$ cat src/sv/mxdq_pkg.sv
// Package: shared constants and element decode function for the MXFP4 dequantizer.
`timescale 1ns / 1ps
`default_nettype none
package mxdq_pkg;

    localparam int PAIRS_PER_BLOCK_DEF = 16;
    localparam logic [7:0] SCALE_ZERO_LO = 8'd0;
    localparam logic [7:0] SCALE_ZERO_HI = 8'd255;
    localparam logic [15:0] BF16_INF_MAG = 16'h7F80;
    localparam logic [15:0] BF16_MIN_HALF = 16'h0040;

    // Multiply one E2M1 code by the E8M0 scale exponent; exact bf16.
    function automatic logic [15:0] decode_elem(input logic [3:0] code, input logic [7:0] sexp);
        logic       sgn;
        logic [2:0] mag;
        logic [8:0] ebias;
        logic       mbit;
        logic [15:0] res;
        sgn = code[3];
        mag = code[2:0];
        res = {sgn, 15'd0};
        if (mag == 3'd0 || sexp == 8'd0)
        begin
            res = {sgn, 15'd0};
        end
        else if (mag == 3'd1 && sexp == 8'd1)
        begin
            res = {sgn, BF16_MIN_HALF[14:0]};
        end
        else
        begin
            if (mag == 3'd1)
            begin
                ebias = {1'b0, sexp} - 9'd1;
                mbit = 1'b0;
            end
            else
            begin
                ebias = {1'b0, sexp} + {7'd0, mag[2:1]} - 9'd1;
                mbit = mag[0];
            end
            if (ebias >= 9'd255)
                res = {sgn, BF16_INF_MAG[14:0]};
            else
                res = {sgn, ebias[7:0], mbit, 6'd0};
        end
        return res;
    endfunction

endpackage
`default_nettype wire

$ cat src/sv/mxfp4_block_dequant_bf16_unit.sv
// Top level: MXFP4 block dequantizer producing bf16 element pairs.
//
//  channel | direction | handshake           | payload
//  in      | into      | in_valid/in_stall   | data_byte
//  out     | out of    | out_valid/out_stall | value_even, value_odd, pair_index, block_last
//
// One byte is taken per cycle while in_stall is low; a pair byte yields its result in the next cycle
// from the output register, a scale byte yields none.
// Reset clears the byte position and scale; the first byte is a scale byte.
// in_stall follows out_stall only while the output register holds a result.
`timescale 1ns / 1ps
`default_nettype none
module mxfp4_block_dequant_bf16_unit #(
    parameter int PAIRS_PER_BLOCK = mxdq_pkg::PAIRS_PER_BLOCK_DEF
) (
    input  wire logic        clk,
    input  wire logic        rst_n,
    input  wire logic        in_valid,
    output logic             in_stall,
    input  wire logic [7:0]  data_byte,
    output logic             out_valid,
    input  wire logic        out_stall,
    output logic [15:0]      value_even,
    output logic [15:0]      value_odd,
    output logic [3:0]       pair_index,
    output logic             block_last
);
    import mxdq_pkg::*;

    logic       take;
    logic       is_pair;
    logic [3:0] pidx;
    logic       plast;
    logic [7:0] sexp;

    logic        ov_reg;
    logic [15:0] ev_reg, od_reg;
    logic [3:0]  pi_reg;
    logic        bl_reg;

    assign in_stall = ov_reg && out_stall;
    assign take = in_valid && !in_stall;

    mxdq_seq #(.PAIRS_PER_BLOCK(PAIRS_PER_BLOCK)) u_seq (
        .clk(clk), .rst_n(rst_n), .take(take), .data_byte(data_byte),
        .is_pair(is_pair), .pair_index(pidx), .block_last(plast), .scale_exp(sexp)
    );

    always_ff @(posedge clk or negedge rst_n)
    begin
        if (!rst_n)
            ov_reg <= 1'b0;
        else if (!in_stall)
            ov_reg <= take && is_pair;
    end

    // Load payload on every pair transfer.
    always_ff @(posedge clk)
    begin
        if (take && is_pair)
        begin
            ev_reg <= decode_elem(data_byte[3:0], sexp);
            od_reg <= decode_elem(data_byte[7:4], sexp);
            pi_reg <= pidx;
            bl_reg <= plast;
        end
    end

    assign out_valid  = ov_reg;
    assign value_even = ev_reg;
    assign value_odd  = od_reg;
    assign pair_index = pi_reg;
    assign block_last = bl_reg;
endmodule
`default_nettype wire

$ cat src/sv/mxdq_seq.sv
// Block sequencer: tracks byte position and holds the block scale exponent.
`timescale 1ns / 1ps
`default_nettype none
module mxdq_seq #(
    parameter int PAIRS_PER_BLOCK = mxdq_pkg::PAIRS_PER_BLOCK_DEF
) (
    input  wire logic       clk,
    input  wire logic       rst_n,
    input  wire logic       take,
    input  wire logic [7:0] data_byte,
    output logic            is_pair,
    output logic [3:0]      pair_index,
    output logic            block_last,
    output logic [7:0]      scale_exp
);
    import mxdq_pkg::*;

    localparam int PW = $clog2(PAIRS_PER_BLOCK + 1);

    logic [PW-1:0] pos_reg, pos_next;
    logic [7:0]    scale_reg, scale_next;
    logic [PW-1:0] pair_full;

    assign is_pair    = (pos_reg != '0);
    assign pair_full  = pos_reg - PW'(1);
    assign pair_index = 4'(pair_full);
    assign block_last = (pos_reg == PW'(PAIRS_PER_BLOCK));
    assign scale_exp  = scale_reg;

    always_comb
    begin
        pos_next = pos_reg;
        scale_next = scale_reg;
        if (take)
        begin
            if (!is_pair)
            begin
                pos_next = PW'(1);
                scale_next = (data_byte == SCALE_ZERO_LO || data_byte == SCALE_ZERO_HI)
                             ? 8'd0 : data_byte;
            end
            else
            begin
                pos_next = block_last ? '0 : pos_reg + PW'(1);
            end
        end
    end

    always_ff @(posedge clk or negedge rst_n)
    begin
        if (!rst_n)
        begin
            pos_reg <= '0;
            scale_reg <= '0;
        end
        else
        begin
            pos_reg <= pos_next;
            scale_reg <= scale_next;
        end
    end
endmodule
`default_nettype wire

$ cat config.mk
export PLATFORM = sky130hd
export DESIGN_NAME = mxfp4_block_dequant_bf16_unit
export DESIGN_NICKNAME = d
export VERILOG_FILES = /design/src/sv/mxdq_pkg.sv /design/src/sv/mxfp4_block_dequant_bf16_unit.sv /design/src/sv/mxdq_seq.sv
export SDC_FILE = /design/constraint.sdc
export NUM_CORES = 1
export LEC_CHECK = 0
export BUFFER_PORTS_ARGS = -buffer_cell sky130_fd_sc_hd__buf_4
export CAP_MARGIN = 20
export CORE_ASPECT_RATIO = 0.75
export CORE_MARGIN = 4
export CORE_UTILIZATION = 60
export CTS_BUF_LIST = sky130_fd_sc_hd__clkbuf_2
export DETAILED_ROUTE_END_ITERATION = 7
export GPL_ROUTABILITY_DRIVEN = 0
export GPL_TIMING_DRIVEN = 1
export PLACE_DENSITY = 0.89
export REMOVE_ABC_BUFFERS = 1
export SLEW_MARGIN = 20
export SYNTH_ARGS = -nofsm -noshare
export SYNTH_HDL_FRONTEND = slang
export SYNTH_SLANG_ARGS = --single-unit
$ cat constraint.sdc
create_clock -name clk -period 8.1 [get_ports clk]
set_clock_uncertainty 0.1 [all_clocks]
set_input_delay 2.43 -clock clk [delete_from_list [all_inputs] [get_ports clk]]
set_output_delay 2.43 -clock clk [all_outputs]
set_load 0.02 [all_outputs]
After elaboration in Yosys (flattened, before gate mapping)
Cells that the tools add are included.
{"block": "totals", "register_bits": 51, "latch_bits": 0, "mem_bits_rw": 0, "rom_bits": 0, "in_bits": 12, "out_inout_bits": 39, "word_cells": 60, "n_memories": 0}
{"block": "classes", "n_addsub": 7, "multipliers": 0, "div_mod_pow": 0, "magnitude_cmp": 2, "eq_ne": 5, "n_shift": 0, "n_mux": 17, "bitwise": 1, "n_reduce_logical": 17}
{"cell": "$mux 9", "count": 8}
{"cell": "$mux 15", "count": 4}
{"cell": "$add 8x2->9", "count": 2}
{"cell": "$ge 9x8->1 const B", "count": 2}
{"cell": "$sub 9x1->9 const B", "count": 2}
{"cell": "$logic_not 8->1", "count": 2}
{"cell": "$mux 5", "count": 2}
{"cell": "$sub 8x1->9 const B", "count": 1}
{"cell": "$eq 8x1->1 const B", "count": 1}
{"cell": "$eq 8x8->1 const B", "count": 1}
{"cell": "$mux 8", "count": 1}
{"cell": "$eq 3x1->1 const B", "count": 2}
{"cell": "$logic_not 3->1", "count": 2}
{"cell": "$add 5x1->5 const B", "count": 1}
{"cell": "$eq 5x5->1 const B", "count": 1}
{"cell": "$logic_and 1x1->1", "count": 5}
{"cell": "$reduce_bool 5->1", "count": 1}
{"cell": "$reduce_or 2->1", "count": 2}
{"cell": "$sub 4x1->4 const B", "count": 1}
{"cell": "$logic_or 1x1->1", "count": 3}
{"cell": "$mux 1", "count": 2}
{"cell": "$reduce_and 2->1", "count": 1}
{"cell": "$logic_not 1->1", "count": 1}
{"cell": "$not 1->1", "count": 1}

Logic depth before layout (Yosys ltp)
Gate-level depths: netlist of the first run.
{"block": "depth", "ltp_word": 9, "mapped_depth": 11, "mapped_depth_nobuf": 11}

Modules after synthesis
From an unflattened synthesis of the first run, not the netlist that was laid out.
{"block": "hier_totals", "cells_unflattened": 332, "area_unflattened_um2": 3044.2}
{"module": "mxfp4_block_dequant_bf16_unit", "instances": 1, "cells_each": 262, "area_each_um2": 2341.0, "seq_area_each_um2": 775.7}
{"module": "mxdq_seq", "instances": 1, "cells_each": 70, "area_each_um2": 703.2, "seq_area_each_um2": 325.3}

Worst setup path before layout of the first run
Ideal clock, no wire load.
{"block": "synth_path", "path_kind": "input to output", "start": "input port out_stall", "end": "output port in_stall", "arrival_ps": 2645, "t_required_ps": 5570, "slack_ps": 2925, "stages": 2, "n_path_buf": 0, "path_cell_list": "nand2_1 > inv_1"}
{"block": "synth_via", "elab_chain_cells": 1}
{"element": "start, declared", "line": "mxfp4_block_dequant_bf16_unit.sv:22", "rtl": "input wire logic out_stall,"}
{"element": "$logic_and 1x1->1", "line": "mxfp4_block_dequant_bf16_unit.sv:41", "rtl": "assign in_stall = ov_reg && out_stall;"}
{"element": "end, declared", "line": "mxfp4_block_dequant_bf16_unit.sv:19", "rtl": "output logic in_stall,"}
Every way passes these cells.

Worst setup path in the final report of the first run
Same ends and word-level chain as after synthesis.

==> results by group, run 1 <==
Status
  • Status: completed

Clocking
  • CTS Root Buffer Type: clkbuf_2
  • CTS tree: built
  • Clock-pin slew on the worst setup and hold paths: 170 ps
  • CTS buffer count: 5
  • Clk buf depth: 2
  • CTS sink cnt: 39
  • Post-CTS Resized: 0
  • H-tree depth: 2
  • Post-CTS setup buffer count: 0
  • Skew-Pair Late Insertion Delay: 380 ps
  • Hold_buf cts: 0

STA
  • Tcrit/Tclk final: 66.2%
  • RSZ-0062 raised after global routing: false
  • Slew headroom: 57.9%
  • Slew @ Worst Pin: 623 ps
  • Setup slack after layout: 2740 ps
  • Final Hold Fails: 0
  • Fin. max-slew vios: 0
  • Fmax: 187 MHz
  • Setup TNS: 0 ps
  • Final number of setup-violating endpoints: 0
  • Minimum clock period: 5360 ps

Routing
  • 1st-iter DRT viols: 328
  • Drt wl/cell: 16.5 um
  • DRC violations left: 0
  • Routed WL: 6900 um
  • Via density: 6.07
  • Final ANT Viol Nets: 0
  • Drt first pass iters: 5
  • Vias: 2,531

Synthesis
  • Sequential area share after synthesis: 37.3%
  • Most frequent cells after synthesis: 41 x nand2_1, 32 x inv_1, 28 x ha_1
  • Synth area leader: edfxtp_1
  • Synth Register Bits: 39
  • Yosys Warn Count: 0
  • Most frequent cell after synthesis: nand2_1
  • Top FF cell, synth: edfxtp_1
  • Post-Syn Instances: 324
  • Post-synth EDFFs: 25
  • Yosys top cell area share: 25.4%
  • Distinct cell type count after synthesis: 58
  • Largest cells by area after synthesis: edfxtp_1 25%, dfrtp_1 12%, ha_1 12%, nand2_1 5.2%, inv_1 4.1%
  • Mapped Area: 0.00296 mm^2
  • Syn avg cell area: 9.12 um^2
  • Post-synth ARST share: 35.9%

Place
  • PortBufs: 38
  • Hpwl dp: 5400 um
  • Post-Place Cells: 409
  • Dpl ws: 2740 ps

Worst setup path
  • Worst EP arrival: 2830 ps
  • Peak fanout along the critical path: 4
  • Setup CP Type: in2out
  • CP Data Required Time: 5570 ps
  • CP max stage delay: 150 ps
  • CP dominant cell by count: buf_4
  • Crit-path slowest cell: buf_4
  • Cells along the critical path: buf_4 > nand2_1 > inv_1 > buf_4
  • Kind of end point of the critical path: primary output
  • Setup crit start kind: input port

Die
  • Full die area: 0.00612 mm^2
  • Die H: 68.8 um
  • Total core area: 0.00460 mm^2
  • Num rows: 21
  • Die width: 89.0 um
  • Initial Util: 64.3%
  • IO Count: 51

Power and ir drop
  • Internal power: 0.000813 W
  • Clk network pwr share: 5.3%
  • Leakage Power: 1.47 nW
  • Comb pwr share: 69.1%
  • Max IR drop VDD: 0.000275 V
  • Sw frac: 48.9%
  • Cell Pwr Density: 487 mW/mm^2
  • P_sw: 0.000777 W
  • Flop pwr share: 25.6%

Global route
  • Global-route wire length before repair: 11,100 um
  • Initial antenna violation count: 0
  • Largest net degree at the start of global routing: 25
  • Number of global-route vias before repair: 2,361
  • Grt total ovfl: 0
  • Total GRT Usage: 24.3%

Final layout
  • Nets: 401
  • Fraction of final layout cells sized beyond drive strength 1: 16.9%
  • Seq. cell area: 0.00110 mm^2
  • Synthesis-to-finish area growth: 10.5%
  • Post-Layout Cell Count: 417
  • Multi-input gate area: 0.00164 mm^2
  • Fill count: 346
  • Ant. Diodes: 0

Flow run
  • Max-cap violation count: 0

Hold path
  • Hold Crit Class: reg2reg
area by class of cell:
| type | instances | area share (%) |
|---|---|---|
| clock buffer | 6 | 0.920 |
| clock inverter | 2 | 0.268 |
| inverter | 32 | 3.68 |
| multi-input combinational | 242 | 50.2 |
| sequential | 39 | 33.7 |
| tap | 57 | 2.18 |
| timing repair buffer | 39 | 8.97 |
final timing paths:
check / from / end / slack (ps) / depth (start not counted)
setup / recovery: out_stall / in_stall / 2740 / 4
hold / removal: u_seq.scale_exp[5]$_DFFE_PN0P_ / u_seq.scale_exp[5]$_DFFE_PN0P_ / 450 / 2
setup reg to reg: u_seq.scale_exp[1]$_DFFE_PN0P_ / value_odd[6]$_SDFFCE_PP0P_ / 4900 / 11
hold reg to reg: u_seq.scale_exp[5]$_DFFE_PN0P_ / u_seq.scale_exp[5]$_DFFE_PN0P_ / 450 / 2
max in group asynchronous: rst_n / u_seq.scale_exp[2]$_DFFE_PN0P_ / 5990 / 1
min in group asynchronous: rst_n / u_seq.scale_exp[0]$_DFFE_PN0P_ / 1750 / 1
power by group through the flow:
stage	logic [W]	clock network, W	registers, W
2_1_floorplan	0.000708	0	0.000473
3_3_place_gp	0.00103	0	0.000402
3_5_place_dp	0.00107	0	0.000411
4_1_cts	0.00108	0.0000880	0.000407
5_1_grt	0.00120	0.0000965	0.000418
6_report	0.00110	0.0000848	0.000407
routing by layer:
layer | track usage (%) | up-vias | wire length, um
li1 | - | 1187 | -
met1 | 32.2 | 1144 | 2810
met2 | 38.8 | 170 | 3030
met3 | 5.46 | 30 | 825
met4 | 10.2 | 0 | 225
met5 | 0 | - | 0
cells in the final DEF, fill, tap and decap left out, types with 6 or more instances in the layout:
master and count:
nand2_1 41, buf_4 39, inv_1 32, ha_1 28, edfxtp_1 25, a21oi_1 20
o21ai_0 18, nor2_1 15, dfrtp_1 14, xnor2_1 12, conb_1 12, nor3_1 11
clkbuf_2 6
logic make-up after synthesis:
logic type                 synth area share, %
other                                    0.127
buffers and inverters                     8.72
AOI/OAI and AO/OA                         15.7
muxes                                     2.20
DFF                                       37.3
and+or+nand+nor                           18.0
xor gates and xnor gates                  4.74
adders and majority gates                 13.2
stage by stage:
stage	instance area (um^2)	hold WS [ps]	power, W	utilization, %
global placement	3230	397	0.00144	70.1
global route	3260	505	0.00172	71.0
detailed placement	3230	417	0.00148	70.1
CTS	3260	455	0.00157	71.0
finish	3260	446	0.00159	71.0
floorplan	2860	378	0.00118	-
worst max-delay path, delay by kind of cell:
kind / cells / cell delay [ps]
AND/OR/NAND/NOR: 1 / 90
buffers and inverters: 3 / 310
Power figures use the tool's default switching activity.
==> run 2, diff against run 1 <==
CORE_UTILIZATION = 53   (was 60)
PLACE_DENSITY = 0.83   (was 0.89)
clock period = 4.4 ns   (was 8.1 ns; I/O delays follow)
==> run 2 against run 1 <==
Against the previous run: non-clock buffer count grew 1; die area grew 12%; worst setup slack lost 1800 ps; worst hold slack gained 7.0 ps; first-iteration DRC count shrank 47%; wire length shrank 2.3%; flip-flop and latch count is the same; final cell count grew 4.6%; register-to-register slack lost 3500 ps; sequential power grew 84%; power grew 87%; via count shrank 3.3%; critical endpoint is now value_even[6]$_SDFFCE_PP0P_.
==> results by group, run 2 (synthesized netlist as in run 1, its figures left out) <==
Global route
  • Largest net degree at the start of global routing: 25 (unchanged)
  • Total GRT Usage: 20.4% (-4.0 points)
  • Initial antenna violation count: 0 (unchanged)
  • Grt total ovfl: 0 (unchanged)
  • Number of global-route vias before repair: 2,333 (-1.2%)
  • Global-route wire length before repair: 11,000 um (-0.62%)

Routing
  • Final ANT Viol Nets: 0 (unchanged)
  • Routed WL: 6740 um (-2.3%)
  • Via density: 5.61 (-7.5%)
  • 1st-iter DRT viols: 173 (-47%)
  • DRC violations left: 0 (unchanged)
  • Drt wl/cell: 15.5 um (-6.5%)
  • Drt first pass iters: 5 (unchanged)
  • Vias: 2,448 (-3.3%)

STA
  • Fin. max-slew vios: 0 (unchanged)
  • RSZ-0062 raised after global routing: false
  • Final Hold Fails: 0 (unchanged)
  • Final number of setup-violating endpoints: 0 (unchanged)
  • Minimum clock period: 3470 ps
  • Slew @ Worst Pin: 525 ps (-98.9 ps)
  • Slew headroom: 64.5% (+6.6 points)
  • Tcrit/Tclk final: 78.9%
  • Setup TNS: 0 ps (unchanged)
  • Fmax: 288 MHz
  • Setup slack after layout: 928 ps (-1810 ps)

Clocking
  • CTS sink cnt: 39 (unchanged)
  • CTS Root Buffer Type: clkbuf_2
  • CTS tree: built
  • H-tree depth: 2 (unchanged)
  • CTS buffer count: 5 (unchanged)
  • Clock-pin slew on the worst setup and hold paths: 180 ps (about the same)
  • Post-CTS Resized: 0 (unchanged)
  • Clk buf depth: 2 (unchanged)
  • Post-CTS setup buffer count: 0 (unchanged)
  • Hold_buf cts: 0 (unchanged)
  • Skew-Pair Late Insertion Delay: 400 ps (+20 ps)

Power and ir drop
  • Clk network pwr share: 7.1% (+1.8 points)
  • Comb pwr share: 67.7% (-1.4 points)
  • P_sw: 0.00142 W (+83%)
  • Flop pwr share: 25.2% (-0.4 points)
  • Max IR drop VDD: 0.000308 V (+12%)
  • Internal power: 0.00155 W (+91%)
  • Cell Pwr Density: 896 mW/mm^2 (+84%)
  • Leakage Power: 1.49 nW (+0.97%)
  • Sw frac: 47.8% (-1.1 points)

Final layout
  • Commonest cells after routing, fill and taps aside: 41 x nand2_1, 40 x buf_4, 32 x inv_1
  • Ant. Diodes: 0 (unchanged)
  • Nets: 402 (+0.25%)
  • Fraction of final layout cells sized beyond drive strength 1: 17.2% (+0.23 points)
  • Final Core Density: 61.7% (-9.3 points)
  • Synthesis-to-finish area growth: 12.3%
  • Commonest non-fill, non-tap cell in the layout: nand2_1

Place
  • Hpwl dp: 5350 um (-0.77%)
  • Dpl ws: 528 ps (-2210 ps)
  • PortBufs: 38 (unchanged)

Die
  • Die width: 94.2 um (+5.8%)
  • IO Count: 51 (unchanged)
  • Total core area: 0.00538 mm^2 (+17%)
  • Num rows: 23 (+9.5%)
  • Die H: 72.7 um (+5.7%)
  • Full die area: 0.00685 mm^2 (+12%)
  • Initial Util: 54.9% (-9.4 points)

Worst setup path
  • Peak fanout along the critical path: 4 (unchanged)
  • CP Data Required Time: 4450 ps (-1120 ps)
  • Kind of end point of the critical path: register
  • Setup crit start kind: input port
  • Setup CP Type: in2reg
  • Worst EP arrival: 3520 ps (+690 ps)

Status
  • Status: completed

Flow run
  • Max-cap violation count: 0 (unchanged)

Hold path
  • Hold Crit Class: reg2reg
[run 2: through the flow]
| stage | hold WS (ps) | total power, W | cell area (um^2) | std cells |
|---|---|---|---|---|
| 3_5_place_dp | 430 | 0.00272 | 3260 | 428 |
| 2_1_floorplan | 378 | 0.00217 | 2860 | 313 |
| 4_1_cts | 471 | 0.00294 | 3320 | 436 |
| 5_1_grt | 515 | 0.00320 | 3320 | 436 |
| 6_report | 453 | 0.00297 | 3320 | 436 |
| 3_3_place_gp | 406 | 0.00267 | 3260 | 428 |
[run 2: cell type report]
cell class	instances	area [um^2]
fillers	439	2060
inverters	32	120
clock inverters	3	38.8
flip-flops and latches	39	1100
multi-input cells	242	1640
well taps	75	93.8
repair buffers	40	300
clock buffers	5	25.0
[run 2: critical path, stage by stage]
cell and delay, ps:
buf_4 100, inv_1 70, ha_1 280, inv_1 40
ha_1 230, fa_1 410, nor2b_1 160, a21oi_1 190
and4_1 220, a211oi_1 60, a2111oi_0 300, a31oi_1 130
[run 2: worst paths after layout]
check	startpoint	endpoint	slack [ps]	depth (start not counted)
setup reg to reg	u_seq.scale_exp[0]$_DFFE_PN0P_	value_even[6]$_SDFFCE_PP0P_	1420	11
max in group asynchronous	rst_n	u_seq.scale_exp[4]$_DFFE_PN0P_	3400	1
min in group asynchronous	rst_n	u_seq.pos_reg[2]$_DFFE_PN0P_	610	1
setup / recovery	data_byte[2]	value_even[6]$_SDFFCE_PP0P_	930	12
hold reg to reg	u_seq.scale_exp[4]$_DFFE_PN0P_	u_seq.scale_exp[4]$_DFFE_PN0P_	450	2
hold / removal	u_seq.scale_exp[4]$_DFFE_PN0P_	u_seq.scale_exp[4]$_DFFE_PN0P_	450	2
[run 2: metal layers]
metal | global-route usage, % | share of wire, %
met1 | 28.9 | 45
met2 | 31.8 | 44
met3 | 4.85 | 9.7
met4 | 4.65 | 1.3
met5 | 0 | 0
[run 2: power groups by stage]
stage               combinational (W)  clock (W)  sequential [W]
finish                        0.00201   0.000211        0.000748
floorplan                     0.00130          0        0.000871
global route                  0.00220   0.000229        0.000769
CTS                           0.00198   0.000212        0.000750
detailed placement            0.00196          0        0.000758
global placement              0.00192          0        0.000749
